<file path="config.mk">
export PLATFORM = sky130hd
export DESIGN_NAME = hlc_controller
export DESIGN_NICKNAME = d
export VERILOG_FILES = /design/src/sv/hlc_pkg.sv /design/src/sv/hlc_controller.sv
export SDC_FILE = /design/constraint.sdc
export NUM_CORES = 1
export LEC_CHECK = 0
export BUFFER_PORTS_ARGS = -buffer_cell sky130_fd_sc_hd__buf_2
export CORE_AREA = 5 5 42 44
export DETAILED_ROUTE_END_ITERATION = 6
export DIE_AREA = 0 0 47 49
export GPL_TIMING_DRIVEN = 1
export RECOVER_POWER = 100
export SKIP_CTS_REPAIR_TIMING = 1
export SLEW_MARGIN = 0
export SYNTH_ARGS = -nofsm -noshare
export SYNTH_HDL_FRONTEND = slang
export SYNTH_SLANG_ARGS = --single-unit
</file>
<file path="constraint.sdc">
create_clock -name clk -period 1.7 [get_ports clk]
set_input_delay 0.085 -clock clk [delete_from_list [all_inputs] [get_ports clk]]
set_output_delay 0.085 -clock clk [all_outputs]
set_load 0.01 [all_outputs]
</file>
<file path="src/sv/hlc_pkg.sv">
`timescale 1ns / 1ps
// Hangul/Latin composer package: code point type, Jamo and syllable constants,
// Latin diacritic table, controller state and command/status types. No dependencies.
package hlc_pkg;

  localparam int CpWidth = 21;
  typedef logic [CpWidth-1:0] cp_t;

  localparam cp_t SYL_BASE   = 21'h00AC00;
  localparam cp_t LEAD_BASE  = 21'h001100;
  localparam cp_t VOWEL_BASE = 21'h001161;
  localparam cp_t TAIL_BASE  = 21'h0011A7;
  localparam int  LeadNum    = 19;
  localparam int  VowelNum   = 21;
  localparam int  TailNum    = 28;
  localparam int  SylNum     = LeadNum * VowelNum * TailNum;

  localparam int DiacEntries = 54;

  localparam logic [7:0] DIAC_LETTER [DiacEntries] = '{
    8'h61, 8'h61, 8'h61, 8'h61, 8'h61, 8'h61,
    8'h65, 8'h65, 8'h65, 8'h65,
    8'h69, 8'h69, 8'h69, 8'h69,
    8'h6F, 8'h6F, 8'h6F, 8'h6F, 8'h6F,
    8'h75, 8'h75, 8'h75, 8'h75,
    8'h6E, 8'h63,
    8'h79, 8'h79,
    8'h41, 8'h41, 8'h41, 8'h41, 8'h41, 8'h41,
    8'h45, 8'h45, 8'h45, 8'h45,
    8'h49, 8'h49, 8'h49, 8'h49,
    8'h4F, 8'h4F, 8'h4F, 8'h4F, 8'h4F,
    8'h55, 8'h55, 8'h55, 8'h55,
    8'h4E, 8'h43,
    8'h59, 8'h59
  };

  localparam logic [15:0] DIAC_MARK [DiacEntries] = '{
    16'h0300, 16'h0301, 16'h0302, 16'h0303, 16'h0308, 16'h030A,
    16'h0300, 16'h0301, 16'h0302, 16'h0308,
    16'h0300, 16'h0301, 16'h0302, 16'h0308,
    16'h0300, 16'h0301, 16'h0302, 16'h0303, 16'h0308,
    16'h0300, 16'h0301, 16'h0302, 16'h0308,
    16'h0303, 16'h0327,
    16'h0301, 16'h0308,
    16'h0300, 16'h0301, 16'h0302, 16'h0303, 16'h0308, 16'h030A,
    16'h0300, 16'h0301, 16'h0302, 16'h0308,
    16'h0300, 16'h0301, 16'h0302, 16'h0308,
    16'h0300, 16'h0301, 16'h0302, 16'h0303, 16'h0308,
    16'h0300, 16'h0301, 16'h0302, 16'h0308,
    16'h0303, 16'h0327,
    16'h0301, 16'h0308
  };

  localparam logic [8:0] DIAC_RESULT [DiacEntries] = '{
    9'h0E0, 9'h0E1, 9'h0E2, 9'h0E3, 9'h0E4, 9'h0E5,
    9'h0E8, 9'h0E9, 9'h0EA, 9'h0EB,
    9'h0EC, 9'h0ED, 9'h0EE, 9'h0EF,
    9'h0F2, 9'h0F3, 9'h0F4, 9'h0F5, 9'h0F6,
    9'h0F9, 9'h0FA, 9'h0FB, 9'h0FC,
    9'h0F1, 9'h0E7,
    9'h0FD, 9'h0FF,
    9'h0C0, 9'h0C1, 9'h0C2, 9'h0C3, 9'h0C4, 9'h0C5,
    9'h0C8, 9'h0C9, 9'h0CA, 9'h0CB,
    9'h0CC, 9'h0CD, 9'h0CE, 9'h0CF,
    9'h0D2, 9'h0D3, 9'h0D4, 9'h0D5, 9'h0D6,
    9'h0D9, 9'h0DA, 9'h0DB, 9'h0DC,
    9'h0D1, 9'h0C7,
    9'h0DD, 9'h178
  };

  typedef enum logic [1:0] {
    S_TAKE   = 2'b01,
    S_SECOND = 2'b10
  } hlc_state_t;

  typedef struct packed {
    logic take_item;
    logic load_first;
    logic load_second;
  } hlc_cmd_t;

  typedef struct packed {
    logic [1:0] results;
  } hlc_status_t;

  function automatic logic is_lead(cp_t c);
    return (c >= LEAD_BASE) && (c < LEAD_BASE + CpWidth'(LeadNum));
  endfunction

  function automatic logic is_vowel(cp_t c);
    return (c >= VOWEL_BASE) && (c < VOWEL_BASE + CpWidth'(VowelNum));
  endfunction

  function automatic logic is_tail(cp_t c);
    return (c > TAIL_BASE) && (c < TAIL_BASE + CpWidth'(TailNum));
  endfunction

  // Syllable with no trailing consonant: offset divisible by 4 and by 7.
  // Mod 7 by folding octal digits (8 = 1 mod 7).
  function automatic logic is_open_syllable(cp_t c);
    cp_t        off;
    logic [11:0] q;
    logic [4:0]  s1;
    logic [3:0]  s2;
    logic        in_range;
    off      = c - SYL_BASE;
    in_range = (c >= SYL_BASE) && (c < SYL_BASE + CpWidth'(SylNum));
    q        = off[13:2];
    s1       = 5'(q[2:0]) + 5'(q[5:3]) + 5'(q[8:6]) + 5'(q[11:9]);
    s2       = 4'(s1[2:0]) + 4'(s1[4:3]);
    return in_range && (off[1:0] == 2'b00) && ((s2 == 4'd0) || (s2 == 4'd7));
  endfunction

  function automatic logic is_letter_base(cp_t c);
    logic hit;
    hit = 1'b0;
    for (int i = 0; i < DiacEntries; i++) begin
      if (c == CpWidth'(DIAC_LETTER[i])) hit = 1'b1;
    end
    return hit;
  endfunction

  // {hit, precomposed value}
  function automatic logic [9:0] precompose(cp_t letter, cp_t mark);
    logic [9:0] r;
    r = '0;
    for (int i = 0; i < DiacEntries; i++) begin
      if ((letter == CpWidth'(DIAC_LETTER[i])) && (mark == CpWidth'(DIAC_MARK[i])))
        r = {1'b1, DIAC_RESULT[i]};
    end
    return r;
  endfunction

  // SYL_BASE + (l * 21 + v) * 28, with the constant products as shift-adds
  function automatic cp_t syllable(cp_t lead, cp_t vowel);
    logic [4:0]  l;
    logic [4:0]  v;
    logic [8:0]  idx;
    logic [13:0] s;
    l   = 5'(lead - LEAD_BASE);
    v   = 5'(vowel - VOWEL_BASE);
    idx = 9'({l, 4'b0}) + 9'({l, 2'b0}) + 9'(l) + 9'(v);
    s   = 14'({idx, 5'b0}) - 14'({idx, 2'b0});
    return SYL_BASE + CpWidth'(s);
  endfunction

  function automatic logic [4:0] tail_offset(cp_t c);
    return 5'(c - TAIL_BASE);
  endfunction

  function automatic logic may_compose(cp_t c);
    return is_lead(c) || is_open_syllable(c) || is_letter_base(c);
  endfunction

endpackage

</file>
<file path="src/sv/hlc_controller.sv">
`timescale 1ns / 1ps
// Composer controller: input/output handshake and sequencing of the second
// result word. Depends on hlc_pkg.
module hlc_controller import hlc_pkg::*; (
  input  logic        clk,
  input  logic        rst,
  input  logic        in_valid,
  input  logic        out_ready,
  input  hlc_status_t status,
  output logic        in_ready,
  output logic        out_valid,
  output hlc_cmd_t    cmd
);

  hlc_state_t state;
  hlc_state_t state_next;
  logic       out_valid_next;
  logic       out_free;

  always_comb begin
    out_free       = !out_valid || out_ready;
    state_next     = state;
    out_valid_next = out_valid && !out_ready;
    in_ready       = 1'b0;
    cmd            = '0;
    case (state)
      S_TAKE: begin
        in_ready = out_free;
        if (in_valid && out_free) begin
          cmd.take_item = 1'b1;
          if (status.results != 2'd0) begin
            cmd.load_first = 1'b1;
            out_valid_next = 1'b1;
          end
          if (status.results == 2'd2) state_next = S_SECOND;
        end
      end
      S_SECOND: begin
        if (out_free) begin
          cmd.load_second = 1'b1;
          out_valid_next  = 1'b1;
          state_next      = S_TAKE;
        end
      end
      default: begin
        state_next = S_TAKE;
      end
    endcase
  end

  always_ff @(posedge clk) begin
    if (rst) begin
      state     <= S_TAKE;
      out_valid <= 1'b0;
    end else begin
      state     <= state_next;
      out_valid <= out_valid_next;
    end
  end

  a_no_take_in_second: assert property (@(posedge clk) disable iff (rst)
    state == S_SECOND |-> !cmd.take_item && !in_ready)
    else $error("word taken while second result pending");

  a_two_results_sequence: assert property (@(posedge clk) disable iff (rst)
    cmd.take_item && status.results == 2'd2 |=> state == S_SECOND && out_valid)
    else $error("second result not scheduled");

  a_out_holds: assert property (@(posedge clk) disable iff (rst)
    out_valid && !out_ready |=> out_valid)
    else $error("output word dropped while stalled");

endmodule

</file>
---- After elaboration in Yosys (flattened, before gate mapping) ----
Index checks and enable logic that the tools add are counted.
storage, ports and cells
  flip-flop bits (word level) ............. 3
  bits of input ports ..................... 6
operators by class
  equality and inequality tests ........... 6
  multiplexer cells ....................... 14
  reductions and logical operators ........ 7
operators with widths
  cell                                            count
  2-to-1 mux 2 bit                                5
  2-to-1 mux 1 bit                                7
  != test 2 bit (second input constant)           3
  == test 2 bit (second input constant)           2
  one-hot mux 2 bit (2 select lines)              1
  AND reduction 3 bit                             1
  == test 2 x 1 -> 1 bit (second input constant)  1
  logical AND 1 bit                               2
  zero test 1 bit                                 2
  one-hot mux 1 bit (2 select lines)              1
  nonzero test 2 bit                              1
  logical OR 1 bit                                1

---- Longest topological paths before layout ----
  depth in word-level cells ............... 5
  depth in mapped cells ................... 5

---- Worst setup path before layout ----
OpenSTA, ideal clock, no wires.
  kind .................................... reg-to-reg
  start ................................... register state[0]
  end ..................................... register out_valid
  arrival time ............................ 0.933 ns
  path slack .............................. 0.653 ns
  stages on the path, launching flop included .. 6
  buffers on the path ..................... 0
  path through ............................ dfxtp_1 -> inv_1 -> ha_1 -> nor2_1 -> a21oi_1 -> o21a_1
on the way
  word-level cells in the longest chain between the ends .. 2
  elaborated cells on any way between the ends .. 3
RTL lines
  item                                                     RTL line              source
  from (decl)                                              hlc_controller.sv:15  hlc_state_t state;
  from (signal assigned)                                   hlc_controller.sv:56  state <= state_next;
  == test 2 bit or == test 2 x 1 -> 1 bit (tied branches)  hlc_controller.sv:26  case (state)
  one-hot mux 1 bit (2 select lines) (*)                   hlc_controller.sv:26
  to (signal assigned)                                     hlc_controller.sv:57  out_valid <= out_valid_next;
  to (decl)                                                hlc_controller.sv:11  output logic out_valid,
Every way passes the cells marked *; elsewhere a longest branch is shown, timed or not.
A chain may end at the register's enable or synchronous reset.

==> flow_summary_export.csv <==
group,metric,value,unit
clock_tree,clk_latency,0.23,ns
setup_path,cp-start-kind,"flip-flop",
sta,post-route-period-util,79.0,%
sta,tns,0,ns
power,peakVddDrop,0.244,mV
synthesis,ys_seq_area_share,28.2,%
power,p_leak,0.150,nW
setup_path,criticalPathCategory,"flip-flop to primary output",
synthesis,yosys.area.top_type_share,28.2,%
clock_tree,cts_max_path_buffers,2,
route,routed_wl,461,um
setup_path,cp.arrival,1.26,ns
sta,max_freq,0.744,GHz
finish,n_antenna_cell,0,
sta,maxSlewViolCount,0,
route,viasPerCell,3.71,
grt,grt_pass1_wl,690,um
synthesis,yosysWarnings,0,
finish,fin_area,303,um2
floorplan,core-area,1400,um2
placement,place.gp.congestion,0.628,
grt,antenna_found_initial,0,
synthesis,avgSynthCellArea,9.67,um2
synthesis,synth_fp_nets,30,
setup_path,endpoint_kind,"primary output",
sta,hold_viol_final,0,
synthesis,postSynthCellCount,22,
clock_tree,htreeDepth,1,
run,drv_cap,0,
clock_tree,cts-root-buf,"clkbuf_4",
floorplan,die_h,49,um
route,remaining_drc_errors,0,
placement,postPlaceCellArea,283,um2
sta,post-route-min-period,1.34,ns
clock_tree,clock-sinks,3,
setup_path,cpLargestDelayFamily,"flip-flops",
grt,track_usage,4.50,%
setup_path,cp.required,1.62,ns
route,wire_per_inst,8.87,um
floorplan,dieArea,2300,um2
setup_path,crit_path_cell_trace,"inv_1 > ha_1 > and3_2 > o21a_1 > clkbuf_1",
route,ant_nets,0,
floorplan,pin_count,11,
route,dr_total_vias,193,
synthesis,synth_top_area_cell,"dfxtp_1",
finish,drive_gt1_share,36.1,%
clock_tree,clk_pin_slew_worst_paths,0.04,ns
finish,nets,45,
grt,grt_pass1_vias,192,
sta,setup_viol,0,
floorplan,start_util,15.2,%
route,dr.pass1.iters,1,
synthesis,ys_ff_latch,3,
sta,slew_headroom,86.3,%
route,drt_iter0_markers,0,
setup_path,cp_num_buf_inv,2,
synthesis,synth_area_leaders,"dfxtp_1 (28%), ha_1 (12%), nand4b_4 (11%)",
synthesis,synthDistinctLibCells,14,
setup_path,slowest_stage,"dfxtp_1",
clock_tree,cts_tree,"done",
sta,worst_slew_pin_slew,0.205,ns
power,p_total,0.260,mW
synthesis,synth_area,213,um2
setup_path,critPathMaxFanout,4,
clock_tree,cts_made_buffers,3,
floorplan,die_width,47,um
power,power_density,859,nW/um2
sta,rsz0062_at_grt,"no",
placement,numPortBuffers,10,
grt,grt_overflow,0,
setup_path,crit_path_max_incr_delay,0.30,ns
hold_path,min_path_type,"input pin to flip-flop",
finish,area_delta_synth_final,42.4,%
floorplan,num_rows,14,
run_status,status,"finished clean",
sta,finClkSkew,0.000431,ns
grt,grt_max_degree,7,
-- layout by cell type (no fill, tap or decap) --
| master | Yosys | layout |
|---|---|---|
| a211o_1 | 1 | 1 |
| nand4b_4 | 1 | 1 |
| dfxtp_1 | 3 | 3 |
| a211oi_1 | 1 | 1 |
| o21a_1 | 2 | 2 |
| inv_1 | 3 | 3 |
| clkbuf_4 | 0 | 3 |
| buf_2 | 0 | 5 |
| nor2_1 | 1 | 1 |
| clkbuf_1 | 0 | 6 |
| and2_2 | 2 | 2 |
| nand2b_4 | 1 | 1 |
| and3_2 | 1 | 1 |
| a31oi_1 | 1 | 1 |
| o21ai_0 | 1 | 1 |
| a21oi_1 | 2 | 2 |
| ha_1 | 2 | 2 |
-- metrics by stage --
step	utilization, %	cells	hold WS, ns	worst slack, ns
global route	21.6	52	0.0432	0.263
global placement	20.2	48	0.295	0.609
finish	21.6	52	0.0531	0.357
floorplan	-	22	0.158	0.653
detailed placement	20.2	48	0.297	0.603
CTS	22.1	52	0.0473	0.355
-- synthesized netlist by cell type (all sizes together) --
master	n
a211o	1
a211oi	1
a21oi	2
a31oi	1
and2	2
and3	1
dfxtp	3
ha	2
inv	3
nand2b	1
nand4b	1
nor2	1
o21a	2
o21ai	1
-- kinds of logic after synthesis --
family,synth area share [%]
AO/OA/AOI/OAI,24.7
AND/OR/NAND/NOR,30.0
buffers and inverters,5.29
flip-flops,28.2
adder cells (fa/ha/maj),11.8
-- registers in the layout (all words and copies together) (netlist names) --
signal,count
state,2
out_valid,1
-- area by class of cell --
class	instances	area, um2
Timing Repair Buffer	10	43.8
Sequential cell	3	60.1
Multi-Input combinational cell	16	141
Clock buffer	4	26.3
Inverter	3	11.3
Fill cell	176	1100
Tap cell	16	20.0
-- metal layers --
metal / part of all wire (%) / wire [um] / vias to the layer above / track usage (%)
met3: 13 / 59 / 0 / 3.32
li1: - / - / 107 / -
met5: 0 / 0 / - / 0
met1: 37 / 171 / 79 / 4.16
met2: 50 / 230 / 7 / 6.11
met4: 0 / 0 / 0 / 4.15
-- report_power, final --
| group | internal, mW | switching, mW | total [mW] | leakage (nW) |
|---|---|---|---|---|
| combinational | 0.0271 | 0.0291 | 0.0562 | 0.110 |
| clock | 0.0879 | 0.0359 | 0.124 | 0.0150 |
| sequential | 0.0758 | 0.00426 | 0.0800 | 0.0246 |
| total | 0.191 | 0.0692 | 0.260 | 0.150 |
-- worst paths after layout --
check	start	endpoint	slack [ns]	depth (start not counted)
min reg2reg	state[1]$_SDFFE_PP0P_	state[1]$_SDFFE_PP0P_	0.49	2
min	rst	state[1]$_SDFFE_PP0P_	0.05	2
max	state[1]$_SDFFE_PP0P_	cmd[1]	0.36	5
max reg2reg	state[0]$_SDFFE_PP1P_	out_valid$_SDFF_PP0_	0.60	5
Note: power is estimated with default switching activity, not from simulation.
