==> src/sv/hlc_pkg.sv <==
`timescale 1ns / 1ps
// Hangul/Latin composer package: code point type, Jamo and syllable constants,
// Latin diacritic table, controller state and command/status types. No dependencies.
package hlc_pkg;

  localparam int CpWidth = 21;
  typedef logic [CpWidth-1:0] cp_t;

  localparam cp_t SYL_BASE   = 21'h00AC00;
  localparam cp_t LEAD_BASE  = 21'h001100;
  localparam cp_t VOWEL_BASE = 21'h001161;
  localparam cp_t TAIL_BASE  = 21'h0011A7;
  localparam int  LeadNum    = 19;
  localparam int  VowelNum   = 21;
  localparam int  TailNum    = 28;
  localparam int  SylNum     = LeadNum * VowelNum * TailNum;

  localparam int DiacEntries = 54;

  localparam logic [7:0] DIAC_LETTER [DiacEntries] = '{
    8'h61, 8'h61, 8'h61, 8'h61, 8'h61, 8'h61,
    8'h65, 8'h65, 8'h65, 8'h65,
    8'h69, 8'h69, 8'h69, 8'h69,
    8'h6F, 8'h6F, 8'h6F, 8'h6F, 8'h6F,
    8'h75, 8'h75, 8'h75, 8'h75,
    8'h6E, 8'h63,
    8'h79, 8'h79,
    8'h41, 8'h41, 8'h41, 8'h41, 8'h41, 8'h41,
    8'h45, 8'h45, 8'h45, 8'h45,
    8'h49, 8'h49, 8'h49, 8'h49,
    8'h4F, 8'h4F, 8'h4F, 8'h4F, 8'h4F,
    8'h55, 8'h55, 8'h55, 8'h55,
    8'h4E, 8'h43,
    8'h59, 8'h59
  };

  localparam logic [15:0] DIAC_MARK [DiacEntries] = '{
    16'h0300, 16'h0301, 16'h0302, 16'h0303, 16'h0308, 16'h030A,
    16'h0300, 16'h0301, 16'h0302, 16'h0308,
    16'h0300, 16'h0301, 16'h0302, 16'h0308,
    16'h0300, 16'h0301, 16'h0302, 16'h0303, 16'h0308,
    16'h0300, 16'h0301, 16'h0302, 16'h0308,
    16'h0303, 16'h0327,
    16'h0301, 16'h0308,
    16'h0300, 16'h0301, 16'h0302, 16'h0303, 16'h0308, 16'h030A,
    16'h0300, 16'h0301, 16'h0302, 16'h0308,
    16'h0300, 16'h0301, 16'h0302, 16'h0308,
    16'h0300, 16'h0301, 16'h0302, 16'h0303, 16'h0308,
    16'h0300, 16'h0301, 16'h0302, 16'h0308,
    16'h0303, 16'h0327,
    16'h0301, 16'h0308
  };

  localparam logic [8:0] DIAC_RESULT [DiacEntries] = '{
    9'h0E0, 9'h0E1, 9'h0E2, 9'h0E3, 9'h0E4, 9'h0E5,
    9'h0E8, 9'h0E9, 9'h0EA, 9'h0EB,
    9'h0EC, 9'h0ED, 9'h0EE, 9'h0EF,
    9'h0F2, 9'h0F3, 9'h0F4, 9'h0F5, 9'h0F6,
    9'h0F9, 9'h0FA, 9'h0FB, 9'h0FC,
    9'h0F1, 9'h0E7,
    9'h0FD, 9'h0FF,
    9'h0C0, 9'h0C1, 9'h0C2, 9'h0C3, 9'h0C4, 9'h0C5,
    9'h0C8, 9'h0C9, 9'h0CA, 9'h0CB,
    9'h0CC, 9'h0CD, 9'h0CE, 9'h0CF,
    9'h0D2, 9'h0D3, 9'h0D4, 9'h0D5, 9'h0D6,
    9'h0D9, 9'h0DA, 9'h0DB, 9'h0DC,
    9'h0D1, 9'h0C7,
    9'h0DD, 9'h178
  };

  typedef enum logic [1:0] {
    S_TAKE   = 2'b01,
    S_SECOND = 2'b10
  } hlc_state_t;

  typedef struct packed {
    logic take_item;
    logic load_first;
    logic load_second;
  } hlc_cmd_t;

  typedef struct packed {
    logic [1:0] results;
  } hlc_status_t;

  function automatic logic is_lead(cp_t c);
    return (c >= LEAD_BASE) && (c < LEAD_BASE + CpWidth'(LeadNum));
  endfunction

  function automatic logic is_vowel(cp_t c);
    return (c >= VOWEL_BASE) && (c < VOWEL_BASE + CpWidth'(VowelNum));
  endfunction

  function automatic logic is_tail(cp_t c);
    return (c > TAIL_BASE) && (c < TAIL_BASE + CpWidth'(TailNum));
  endfunction

  // Syllable with no trailing consonant: offset divisible by 4 and by 7.
  // Mod 7 by folding octal digits (8 = 1 mod 7).
  function automatic logic is_open_syllable(cp_t c);
    cp_t        off;
    logic [11:0] q;
    logic [4:0]  s1;
    logic [3:0]  s2;
    logic        in_range;
    off      = c - SYL_BASE;
    in_range = (c >= SYL_BASE) && (c < SYL_BASE + CpWidth'(SylNum));
    q        = off[13:2];
    s1       = 5'(q[2:0]) + 5'(q[5:3]) + 5'(q[8:6]) + 5'(q[11:9]);
    s2       = 4'(s1[2:0]) + 4'(s1[4:3]);
    return in_range && (off[1:0] == 2'b00) && ((s2 == 4'd0) || (s2 == 4'd7));
  endfunction

  function automatic logic is_letter_base(cp_t c);
    logic hit;
    hit = 1'b0;
    for (int i = 0; i < DiacEntries; i++) begin
      if (c == CpWidth'(DIAC_LETTER[i])) hit = 1'b1;
    end
    return hit;
  endfunction

  // {hit, precomposed value}
  function automatic logic [9:0] precompose(cp_t letter, cp_t mark);
    logic [9:0] r;
    r = '0;
    for (int i = 0; i < DiacEntries; i++) begin
      if ((letter == CpWidth'(DIAC_LETTER[i])) && (mark == CpWidth'(DIAC_MARK[i])))
        r = {1'b1, DIAC_RESULT[i]};
    end
    return r;
  endfunction

  // SYL_BASE + (l * 21 + v) * 28, with the constant products as shift-adds
  function automatic cp_t syllable(cp_t lead, cp_t vowel);
    logic [4:0]  l;
    logic [4:0]  v;
    logic [8:0]  idx;
    logic [13:0] s;
    l   = 5'(lead - LEAD_BASE);
    v   = 5'(vowel - VOWEL_BASE);
    idx = 9'({l, 4'b0}) + 9'({l, 2'b0}) + 9'(l) + 9'(v);
    s   = 14'({idx, 5'b0}) - 14'({idx, 2'b0});
    return SYL_BASE + CpWidth'(s);
  endfunction

  function automatic logic [4:0] tail_offset(cp_t c);
    return 5'(c - TAIL_BASE);
  endfunction

  function automatic logic may_compose(cp_t c);
    return is_lead(c) || is_open_syllable(c) || is_letter_base(c);
  endfunction

endpackage

==> src/sv/hlc_datapath.sv <==
`timescale 1ns / 1ps
// Composer datapath: pending code points, composition decision, output and
// second-result registers. Depends on hlc_pkg.
module hlc_datapath import hlc_pkg::*; (
  input  logic        clk,
  input  logic        rst,
  input  cp_t         code_point,
  input  logic        end_of_string,
  input  hlc_cmd_t    cmd,
  output hlc_status_t status,
  output cp_t         composed_point,
  output logic        last_point
);

  cp_t        p0;
  cp_t        p1;
  logic [1:0] count;
  cp_t        hold;
  logic       hold_last;

  cp_t        p0_next;
  cp_t        p1_next;
  logic [1:0] count_next;
  cp_t        r0;
  cp_t        r1;
  logic [1:0] k;
  logic       x_waits;
  logic       then_x;
  cp_t        syl;
  logic [9:0] pc;

  always_comb begin
    x_waits    = may_compose(code_point) && !end_of_string;
    syl        = syllable(p0, (count == 2'd2) ? p1 : code_point);
    pc         = precompose(p0, code_point);
    k          = 2'd0;
    r0         = code_point;
    r1         = code_point;
    p0_next    = p0;
    p1_next    = p1;
    count_next = 2'd0;
    then_x     = 1'b0;
    case (count)
      2'd0: begin
        if (x_waits) begin
          count_next = 2'd1;
          p0_next    = code_point;
        end else begin
          k = 2'd1;
        end
      end
      2'd1: begin
        if (is_lead(p0)) begin
          if (is_vowel(code_point)) begin
            if (end_of_string) begin
              k  = 2'd1;
              r0 = syl;
            end else begin
              count_next = 2'd2;
              p1_next    = code_point;
            end
          end else begin
            r0     = p0;
            then_x = 1'b1;
          end
        end else if (is_open_syllable(p0)) begin
          if (is_tail(code_point)) begin
            k  = 2'd1;
            r0 = p0 + CpWidth'(tail_offset(code_point));
          end else begin
            r0     = p0;
            then_x = 1'b1;
          end
        end else begin
          if (pc[9]) begin
            k  = 2'd1;
            r0 = CpWidth'(pc[8:0]);
          end else begin
            r0     = p0;
            then_x = 1'b1;
          end
        end
      end
      2'd2: begin
        if (is_tail(code_point)) begin
          k  = 2'd1;
          r0 = syl + CpWidth'(tail_offset(code_point));
        end else begin
          r0     = syl;
          then_x = 1'b1;
        end
      end
      default: begin
        k = 2'd1;
      end
    endcase
    // pending fully released by the first word; the new point follows
    if (then_x) begin
      if (x_waits) begin
        k          = 2'd1;
        count_next = 2'd1;
        p0_next    = code_point;
      end else begin
        k = 2'd2;
      end
    end
  end

  assign status.results = k;

  always_ff @(posedge clk) begin
    if (rst) begin
      count <= 2'd0;
    end else if (cmd.take_item) begin
      count <= count_next;
    end
  end

  always_ff @(posedge clk) begin
    if (cmd.take_item) begin
      p0        <= p0_next;
      p1        <= p1_next;
      hold      <= r1;
      hold_last <= end_of_string;
    end
    if (cmd.load_first) begin
      composed_point <= r0;
      last_point     <= end_of_string && (k == 2'd1);
    end else if (cmd.load_second) begin
      composed_point <= hold;
      last_point     <= hold_last;
    end
  end

  a_flush_empties: assert property (@(posedge clk) disable iff (rst)
    cmd.take_item && end_of_string |=> count == 2'd0)
    else $error("end of string left points pending");

  a_pair_is_lead_vowel: assert property (@(posedge clk) disable iff (rst)
    count == 2'd2 |-> is_lead(p0) && is_vowel(p1))
    else $error("two pending points are not a lead/vowel pair");

  a_count_range: assert property (@(posedge clk) disable iff (rst)
    count != 2'd3)
    else $error("pending count out of range");

endmodule

==> config.mk <==
export PLATFORM = sky130hd
export DESIGN_NAME = hlc_datapath
export DESIGN_NICKNAME = d
export VERILOG_FILES = /design/src/sv/hlc_pkg.sv /design/src/sv/hlc_datapath.sv
export SDC_FILE = /design/constraint.sdc
export NUM_CORES = 1
export LEC_CHECK = 0
export ABC_AREA = 1
export ABC_CLOCK_PERIOD_IN_PS = 5980
export BUFFER_PORTS_ARGS = -buffer_cell sky130_fd_sc_hd__buf_2
export CORE_ASPECT_RATIO = 1.1
export CORE_UTILIZATION = 57
export CTS_CLUSTER_DIAMETER = 120
export DETAILED_ROUTE_END_ITERATION = 10
export GPL_ROUTABILITY_DRIVEN = 0
export PLACE_DENSITY_LB_ADDON = 0.1
export SYNTH_ARGS = -nofsm -noshare
export SYNTH_HDL_FRONTEND = slang
export SYNTH_SLANG_ARGS = --single-unit
==> constraint.sdc <==
create_clock -name clk -period 5.98 [get_ports clk]
set_input_delay 0.299 -clock clk [delete_from_list [all_inputs] [get_ports clk]]
set_output_delay 0.299 -clock clk [all_outputs]
set_load 0.02 [all_outputs]
# Yosys cells after proc, flatten, opt, wreduce, memory -nomap -nowiden

Cells that the tools add are included.
Widths: inputs -> output; s select.

Bitwise logic cells: 1
Add/subtract/negate cells: 20
Muxes and demuxes: 110
Equality and inequality tests: 44
Reduce and logical (&&, ||, !) cells: 78
Order comparisons: 12

Operators with widths:

| kind                   | count |
|---|---|
| $eq 21x7->1 const B    | 32 |
| $mux 10                | 54 |
| $mux 21                | 12 |
| $eq 21x10->1 const B   | 7 |
| $lt 21x13->1 const B   | 4 |
| $logic_and 1x1->1      | 66 |
| $ge 21x13->1 const B   | 3 |
| $ge 21x16->1 const B   | 2 |
| $lt 21x16->1 const B   | 2 |
| $pmux 21 s2            | 1 |
| $mux 1                 | 30 |
| $sub 14x14->14 const B | 2 |
| $add 21x5->21          | 1 |
| $gt 21x13->1 const B   | 1 |
| $add 17x5->18          | 1 |
| $add 9x5->9            | 2 |
| $mux 18                | 1 |
| $add 16x14->17 const A | 1 |
| $mux 2                 | 8 |
| $sub 14x11->14         | 1 |
| $add 4x3->5            | 2 |
| $add 5x3->5            | 2 |
| $sub 5x1->5 const B    | 2 |
| $add 9x7->9            | 1 |
| other kinds (17)       | 27 |

Input bits: 27
Output and inout port bits: 24
Bits in registers: 72
Logic and storage cells: 272

# Longest topological paths before layout

Gate-level depths: netlist of run 1.

Depth in word-level cells: 64
Depth in mapped cells: 34
Depth with buffers taken out: 33

# Worst setup path before layout of run 1

No wires, ideal clock.

Path kind: reg2reg
Start: reg count[0]
End: reg composed_point[14], data pin
Data arrival time: 5.575 ns
Library setup time: 0.259 ns
Slack: 0.146 ns
Stages on the path, launching flop included: 33
Data required time: 5.721 ns
Path buffers: 1
Clock period less this slack: 5.834 ns
Cell sequence: dfxtp_1 inv_1 ha_1 inv_1 clkbuf_1 o21ai_0 ha_1 xnor2_1 fa_1 inv_1 ha_1 ha_1 inv_1 fa_1 o21ai_0 xor2_1 ha_1 a21oi_1 o21ai_0 o21ai_0 nand2_1 a21o_1 xor2_1 ha_1 or2_2 nand2_1 nor2_1 inv_1 nor2_1 o21ai_0 o21ai_1 o211ai_1 nand2_1

Cells in the longest elaborated chain, start to end: 11
Elaborated cells between the ends (all ways): 14
Classes of those cells: add/sub: 5; eq/ne: 2; mux: 7

Ends and longest elaborated chain:

| element                                                               | line                | text |
|---|---|---|
| from (decl)                                                           | hlc_datapath.sv:17  | `logic [1:0] count;` |
| from (signal assigned)                                                | hlc_datapath.sv:115 | `count <= count_next;` |
| parallel branches: the longest is 9 deep, another holds $add 17x5->18 | --                  |  |
| $pmux 21 s2 (*)                                                       | hlc_datapath.sv:43  | `case (count)` |
| $mux 21 (*)                                                           | hlc_datapath.sv:126 | `if (cmd.load_first) begin` |
| to (signal assigned)                                                  | hlc_datapath.sv:127 | `composed_point <= r0;` |
| to (signal assigned)                                                  | hlc_datapath.sv:130 | `composed_point <= hold;` |
| to (decl)                                                             | hlc_datapath.sv:11  | `output cp_t composed_point,` |

Every way passes the cells marked *.
A chain may end at the register's enable or synchronous reset.

# Worst setup path in the final report of run 1

Start: reg count[0]
End: reg composed_point[15], data pin

Same word-level chain as after synthesis.

==> impl_metrics.ini, run 1 <==
[hold_path]
worstHoldPathCells = 2
hold_start = rst
holdPathEnd = count[1]
hp-class = in2reg

[setup_path]
setup.worst_path.start_class = flip-flop
max_stage_delay_ns = 0.48
reg2reg_slack_ns = 0.30
r2r_cells = 30
cp.arrival_ns = 5.78
endpoint_kind = flip-flop
cpMaxStageDelayCell = fa_1
path_class = reg2reg
r2r-start = count[0]
cp.required_ns = 6.08
timing.rr.end = composed_point[15]
critPathMaxFanout = 7

[timing]
finalSetupViolCount = 0
fmax_ghz = 0.1760
hold_viol_final = 0
relSlewSlack = 0.2117
slew_viol_final = 0
fin_ws_ns = 0.2983
holdWs_ns = 0.1213
min_period_ns = 5.682
fin_setup_tns_ns = 0
skew_ns = 0.006428
worst_slew_pin_slew_ns = 1.153
post-route-period-util = 0.9501

[clock_network]
tritoncts = yes
cts.path.max_buffers = 2
hold_buffers = 0
cts_sinks = 72
clock_latency_ns = 0.35
root_buffer = clkbuf_16
htreeDepth = 3
cts_buffers = 9
clk_pin_slew_ns = 0.06

[pwr]
peakVddDrop_uv = 290.4
swShare = 0.4410
p_sw_mw = 1.126
p_leak_nw = 3.902
finalPower_mw = 2.554
comb_power_share = 0.537
p_per_area_nw_per_um2 = 275.5
internal-power_mw = 1.428
p_clk_frac = 0.222
pwr-share-seq = 0.240

[outcome]
outcome = finished clean

[layout]
final_nets = 1326
area_delta_synth_final_pct = 12.50
drive_gt1_frac = 0.1649
design_area_um2 = 9270
utilization = 0.6639
final_cells = 1413
antenna_cells = 0
fillerInstances = 1302

[detailed_routing]
totalWireLength_um = 27590
post-route-drc-count = 0
viasPerCell = 6.151
dr_total_vias = 8692
firstDrtPassIters = 8
initialDrtViolationCount = 1105
drtAntennaViolNets = 0
wire_per_inst_um = 19.53

[floorplan]
pin_count = 51
fp.dieW_um = 116.6
die_h_um = 128.1
core_um2 = 13960
initial_core_util = 0.5901
placementRows = 45
die_area_um2 = 14940

[synth]
synthCells = 1153
async_flop_share = 0
synth_simple_gate_area_frac = 0.2785
synthTopCellsByCount = nand2_1 (197), inv_1 (148), nor2_1 (140)
synthTopCellsByArea = edfxtp_1 (26%), nand2_1 (9.0%), ha_1 (8.8%), inv_1 (6.7%), nor2_1 (6.4%)
synth_area_per_cell_um2 = 7.147
synthAdderAreaFrac = 0.1391
synth_cell_types = 64
yosys_warnings = 0
synthesis.area_um2 = 8240
synth_edf_count = 70
synth_compound_area_frac = 0.1874
synthFlopType = edfxtp_1
yosysTopAreaCellShare = 0.2551
synth_top_family_by_area = simple AND/OR/NAND/NOR gates
synth_nets = 1259
ys_seq_area_frac = 0.2599
synth_seq_cells = 72
synth.most_common_cell = nand2_1
synthMuxAreaShare = 0
synth-xor-area-share = 0.03401
synth_top_cell_by_area = edfxtp_1

[flow_run]
max_cap_viol_count = 0

[place]
dp_hpwl_um = 21440
io_buffers = 50
post-place-ws_ns = -0.04074
dp.cells = 1395
placed_area_um2 = 8850

[grt]
grt_usage = 0.3853
grt_pass1_vias = 8197
grt_antenna_before_repair = 0
grt_pass1_wl_um = 43170
globalRoute.totalOverflow = 0
grt_max_degree = 35
-- cells by family after synthesis --
group | count (synthesis)
AO/OA/AOI/OAI | 250
XOR/XNOR | 32
adder cells (fa/ha/maj) | 79
buffers and inverters | 214
flip-flops | 72
AND/OR/NAND/NOR | 506
-- worst max-delay path by stage --
stage / startpoint / to / cells after the start
after floorplan: count[0] / composed_point[14] / 32
after global placement: count[0] / composed_point[14] / 31
after detailed placement: count[0] / composed_point[14] / 31
after CTS: count[0] / composed_point[14] / 32
after global routing: count[0] / composed_point[13] / 32
final: count[0] / composed_point[15] / 30
-- cell type report --
type                            count  area (um^2)  area share
Clock inverter                      7        82.58    0.008908
Timing Repair Buffer               89        543.0     0.05858
Sequential cell                    72         2142      0.2311
Clock buffer                        9        225.2     0.02429
Inverter                          181        679.4     0.07329
Multi-Input combinational cell    867         5363      0.5785
Tap cell                          188        235.2     0.02537
-- repair_timing --
action | in CTS | in global routing
gates resized for setup | 2 | 28
endpoints found under the setup margin | 2 | 8
pin swaps | 0 | 12
setup buffers | 0 | 2
-- critical path: cells and delay by family (launching register included) --
family,cells,cell delay (ns)
buffers and inverters,5,0.35
adders and majority gates,8,2.28
xor gates and xnor gates,3,0.48
and+or+nand+nor,6,0.84
AOI/OAI and AO/OA,8,1.15
DFF,1,0.33
-- layer usage --
| layer | part of all wire | vias to the layer above | GRT usage |
|---|---|---|---|
| met5 | 0 | - | 0 |
| met4 | 0.052 | 0 | 0.1809 |
| met3 | 0.11 | 123 | 0.08747 |
| met2 | 0.44 | 523 | 0.5969 |
| met1 | 0.40 | 3976 | 0.5079 |
| li1 | - | 4070 | - |
-- power by group through the flow --
stage / Clock (mW) / Combinational (mW) / Sequential, mW
global route: 0.588 / 1.52 / 0.617
CTS: 0.565 / 1.22 / 0.614
finish: 0.567 / 1.37 / 0.614
floorplan: 0 / 0.832 / 0.640
detailed placement: 0 / 1.22 / 0.624
global placement: 0 / 1.19 / 0.624
-- placed cells by master, fill, tap and decap left out, types with 13 or more instances in the layout --
cell | Yosys | routed
o21ai_1 | 17 | 21
xor2_1 | 18 | 17
nand3_1 | 58 | 57
a21oi_1 | 86 | 84
buf_2 | 12 | 50
nor2_2 | 14 | 14
nand2_1 | 197 | 195
inv_2 | 30 | 31
inv_1 | 148 | 147
nor2_1 | 140 | 140
nor3_1 | 26 | 26
buf_4 | 0 | 39
o21ai_0 | 60 | 52
a211oi_1 | 14 | 14
nand4_1 | 31 | 31
ha_1 | 58 | 54
edfxtp_1 | 70 | 70
o211ai_1 | 13 | 13
fa_1 | 21 | 20
Note: power is estimated with default switching activity, not from simulation.
==> inputs of run 2 (changes only) <==
REMOVE_ABC_BUFFERS = 1   (was default)
==> run 2 against run 1 <==
Die area is the same. Largest cell class unchanged. Core utilization shrank 0.15 points. Sequential cell count is the same. Non-clock buffer count is the same. Cell count is the same.
==> impl_metrics.ini, run 2 (same netlist as run 1, synthesis figures left out) <==
[place]
dp_hpwl_um = 21860
placed_area_um2 = 8862
post-place-ws_ns = 0.02016
io_buffers = 50
dp.cells = 1395

[hold_path]
hp-class = in2reg

[timing]
worst_slew_pin_slew_ns = 0.9095
fmax_ghz = 0.1772
min_period_ns = 5.643
relSlewSlack = 0.3780
hold_viol_final = 0
slew_viol_final = 0
post-route-period-util = 0.9436
skew_ns = 0.003928
holdWs_ns = 0.1163
fin_setup_tns_ns = 0
rsz0062_at_grt = false
finalSetupViolCount = 0
fin_ws_ns = 0.3373

[floorplan]
core_um2 = 13960
initial_core_util = 0.5901
die_h_um = 128.1
placementRows = 45
fp.dieW_um = 116.6
pin_count = 51
die_area_um2 = 14940

[setup_path]
setup.worst_path.start_class = flip-flop
endpoint_kind = primary output
cp.arrival_ns = 5.34
path_class = reg2out
cp.required_ns = 5.68
critPathMaxFanout = 6
reg2reg_slack_ns = 0.36

[clock_network]
hold_buffers = 0
clock_latency_ns = 0.34
tritoncts = yes
cts.path.max_buffers = 2
root_buffer = clkbuf_16
htreeDepth = 3
cts_sinks = 72
clk_pin_slew_ns = 0.06
cts_buffers = 9

[layout]
utilization = 0.6624
mostFrequentLayoutCells = nand2_1 (196), inv_1 (147), nor2_1 (140)
final_nets = 1326
area_delta_synth_final_pct = 12.24
design_area_um2 = 9249
final_cells = 1413
drive_gt1_frac = 0.1592
layout_commonest_cell = nand2_1
antenna_cells = 0
fillerInstances = 1279

[grt]
grt_max_degree = 35
grt_usage = 0.3864
grt_pass1_vias = 8100
grt_antenna_before_repair = 0
globalRoute.totalOverflow = 0
grt_pass1_wl_um = 43030

[detailed_routing]
initialDrtViolationCount = 1326
wire_per_inst_um = 19.57
firstDrtPassIters = 6
drtAntennaViolNets = 0
viasPerCell = 6.179
dr_total_vias = 8731
post-route-drc-count = 0
totalWireLength_um = 27660

[pwr]
finalPower_mw = 2.430
peakVddDrop_uv = 389.5
p_per_area_nw_per_um2 = 262.8
p_leak_nw = 3.900

[outcome]
outcome = finished clean

[flow_run]
max_cap_viol_count = 0
[run 2: final cells by class]
| class | instances | area (um^2) | share of cell area |
|---|---|---|---|
| Inverter | 181 | 679.4 | 0.07346 |
| Clock inverter | 6 | 68.82 | 0.007440 |
| Clock buffer | 10 | 229.0 | 0.02476 |
| Timing Repair Buffer | 89 | 555.5 | 0.06006 |
| Multi-Input combinational cell | 867 | 5338 | 0.5771 |
| Sequential cell | 72 | 2143 | 0.2317 |
| Tap cell | 188 | 235.2 | 0.02543 |
[run 2: power by group]
| group | switching [mW] | leakage (nW) | internal (mW) |
|---|---|---|---|
| sequential | 0.0216 | 0.708 | 0.595 |
| clock | 0.217 | 0.143 | 0.325 |
| combinational | 0.804 | 3.05 | 0.467 |
[run 2: per-layer routing]
metal,wire (um),GRT usage,share of wire
met1,10730,0.4988,0.39
met3,2670,0.07612,0.097
met5,0,0,0
met4,2108,0.2353,0.076
met2,12140,0.5938,0.44
[run 2: path summary, 6_finish.rpt]
| kind | from | end | cells past startpoint |
|---|---|---|---|
| worst max register to register | count[0] | composed_point[14] | 30 |
| worst max-delay path | flip-flop | status[0] | 24 |
| worst min-delay path | rst | count[0] | 2 |
| worst min register to register | hold[5] | composed_point[5] | 2 |
[run 2: critical path: stages (launching register included)]
cell and delay [ns]:
edfxtp_1 0.60, fa_1 0.51, fa_1 0.52, ha_1 0.19
inv_1 0.06, fa_1 0.37, xnor2_1 0.15, ha_1 0.23
fa_1 0.38, xnor2_1 0.14, inv_1 0.06, o21ai_0 0.18
nand2_1 0.07, nor2_1 0.10, nand3_1 0.24, nand2_2 0.17
o21ai_2 0.07, inv_2 0.11, nor2_1 0.05, o211ai_1 0.21
nand2_2 0.14, inv_2 0.09, nand2_1 0.06, o21ai_0 0.08
buf_2 0.20
[run 2: what timing repair did]
| item | CTS | global route |
|---|---|---|
| resized for setup | 1 | 23 |
| setup buffers | 0 | 2 |
| endpoints found under the setup margin | 3 | 6 |
| pin swaps | 0 | 9 |
| hold endpoints to repair | 0 | 0 |
==> inputs of run 3 (changes only) <==
CORE_MARGIN = 5   (was default)
==> run 3 against run 2 <==
Sequential cell count unchanged. Core utilization down 1.0 points. Sequential power about the same. Worst hold slack better by 0.0029 ns. Worst setup slack worse by 0.059 ns. Die area up 14%. Sequential share of layout area is 0.25 points lower. Cell count is 0.50% higher. Clock skew is 0.0060 ns higher. First-iteration DRC count decreased by 3.7%. Largest power group unchanged.
==> impl_metrics.ini, run 3 (same netlist as run 1, synthesis figures left out) <==
[grt]
grt_antenna_before_repair = 0
globalRoute.totalOverflow = 0
grt_pass1_vias = 8200
grt_pass1_wl_um = 43550
grt_usage = 0.3262
grt_max_degree = 35

[setup_path]
timing.rr.end = composed_point[12]
reg2reg_slack_ns = 0.28
r2r-start = count[0]
endpoint_kind = flip-flop
setup.worst_path.start_class = flip-flop
r2r_cells = 30
path_class = reg2reg
cp.arrival_ns = 5.77
max_stage_delay_ns = 0.48
cpMaxStageDelayCell = fa_1
cp.required_ns = 6.05
critPathMaxFanout = 7
cp_common_cell = ha_1

[pwr]
peakVddDrop_uv = 350.4
p_per_area_nw_per_um2 = 271.1
p_leak_nw = 3.934
finalPower_mw = 2.534

[detailed_routing]
wl_met3_um = 2804
initialDrtViolationCount = 1277
drtAntennaViolNets = 0
top_layer_used = met4
post-route-drc-count = 0
totalWireLength_um = 28080
viasPerCell = 6.148
firstDrtPassIters = 7
wire_per_inst_um = 19.77
dr_total_vias = 8730
detailroute.wirelength.met2_um = 12320
wl_met1_um = 10840

[floorplan]
pin_count = 51
core_um2 = 14330
initial_core_util = 0.5750
die_h_um = 136.1
placementRows = 46
die_area_um2 = 16960
fp.dieW_um = 124.6

[timing]
holdWs_ns = 0.1192
fin_ws_ns = 0.2780
fin_setup_tns_ns = 0
skew_ns = 0.009931
hold_viol_final = 0
relSlewSlack = 0.2471
slew_viol_final = 0
finalSetupViolCount = 0
worst_slew_pin_slew_ns = 1.101
min_period_ns = 5.702
fmax_ghz = 0.1754
post-route-period-util = 0.9535

[layout]
final_cells = 1420
area_delta_synth_final_pct = 13.39
mostFrequentLayoutCells = nand2_1 (196), inv_1 (147), nor2_1 (139)
design_area_um2 = 9344
fillerInstances = 1264
drive_gt1_frac = 0.1612
antenna_cells = 0
layout_commonest_cell = nand2_1
utilization = 0.6520
final_nets = 1329

[hold_path]
worstHoldPathCells = 2
hp-class = in2reg
holdPathEnd = count[0]
hold_start = rst

[place]
placed_area_um2 = 8860
post-place-ws_ns = -0.03330
io_buffers = 50
dp_hpwl_um = 21790
dp.cells = 1398

[clock_network]
cts.path.max_buffers = 2
cts_buffers = 9
root_buffer = clkbuf_16
htreeDepth = 3
tritoncts = yes
clock_latency_ns = 0.34
clk_pin_slew_ns = 0.06
cts_sinks = 72

[flow_run]
max_cap_viol_count = 0

[outcome]
outcome = finished clean
## run 3: area by class of cell
class | count | area [um^2] | share of cell area
Clock buffer | 11 | 232.7 | 0.02491
Multi-Input combinational cell | 867 | 5343 | 0.5718
Timing Repair Buffer | 92 | 578.1 | 0.06186
Inverter | 181 | 679.4 | 0.07271
Sequential cell | 72 | 2142 | 0.2292
Clock inverter | 5 | 128.9 | 0.01379
Tap cell | 192 | 240.2 | 0.02571
## run 3: timing repair
| action | 4_1_cts | 5_1_grt |
|---|---|---|
| buffers inserted | 0 | 6 |
| hold buffers | 0 | 0 |
| gates resized for setup | 2 | 21 |
| pin swaps | 0 | 5 |
| endpoints found under the hold margin | 0 | 0 |
| gates cloned | 0 | 0 |
| endpoints found under the setup margin | 4 | 13 |
## run 3: how the worst max path moves through the flow
stage	slack, ns	depth (start not counted)	startpoint	endpoint
6_report	0.28	30	count[0]	composed_point[12]
5_1_grt	-0.06	32	count[0]	composed_point[14]
4_1_cts	0.02	30	count[0]	composed_point[12]
3_5_place_dp	-0.03	30	count[1]	composed_point[14]
3_3_place_gp	0.11	31	count[0]	composed_point[14]
2_1_floorplan	0.14	31	count[0]	composed_point[14]
## run 3: critical path, delay by kind of cell, from the launching register on
family	cells	cell delay [ns]
AO/OA/AOI/OAI	11	1.49
flip-flops	1	0.32
XOR/XNOR	3	0.48
adder cells (fa/ha/maj)	8	2.22
buffers and inverters	4	0.30
AND/OR/NAND/NOR	4	0.62
## run 3: where the power goes
| group | internal, mW | total (mW) | switching (mW) |
|---|---|---|---|
| Combinational | 0.431 | 1.25 | 0.817 |
| Sequential | 0.595 | 0.614 | 0.0191 |
| Clock | 0.451 | 0.671 | 0.220 |
## run 3: routing by layer
layer / track usage / vias up
met3: 0.05462 / 147
met4: 0.2320 / 0
met2: 0.5087 / 592
li1: - / 4083
met1: 0.4127 / 3908
met5: 0 / -
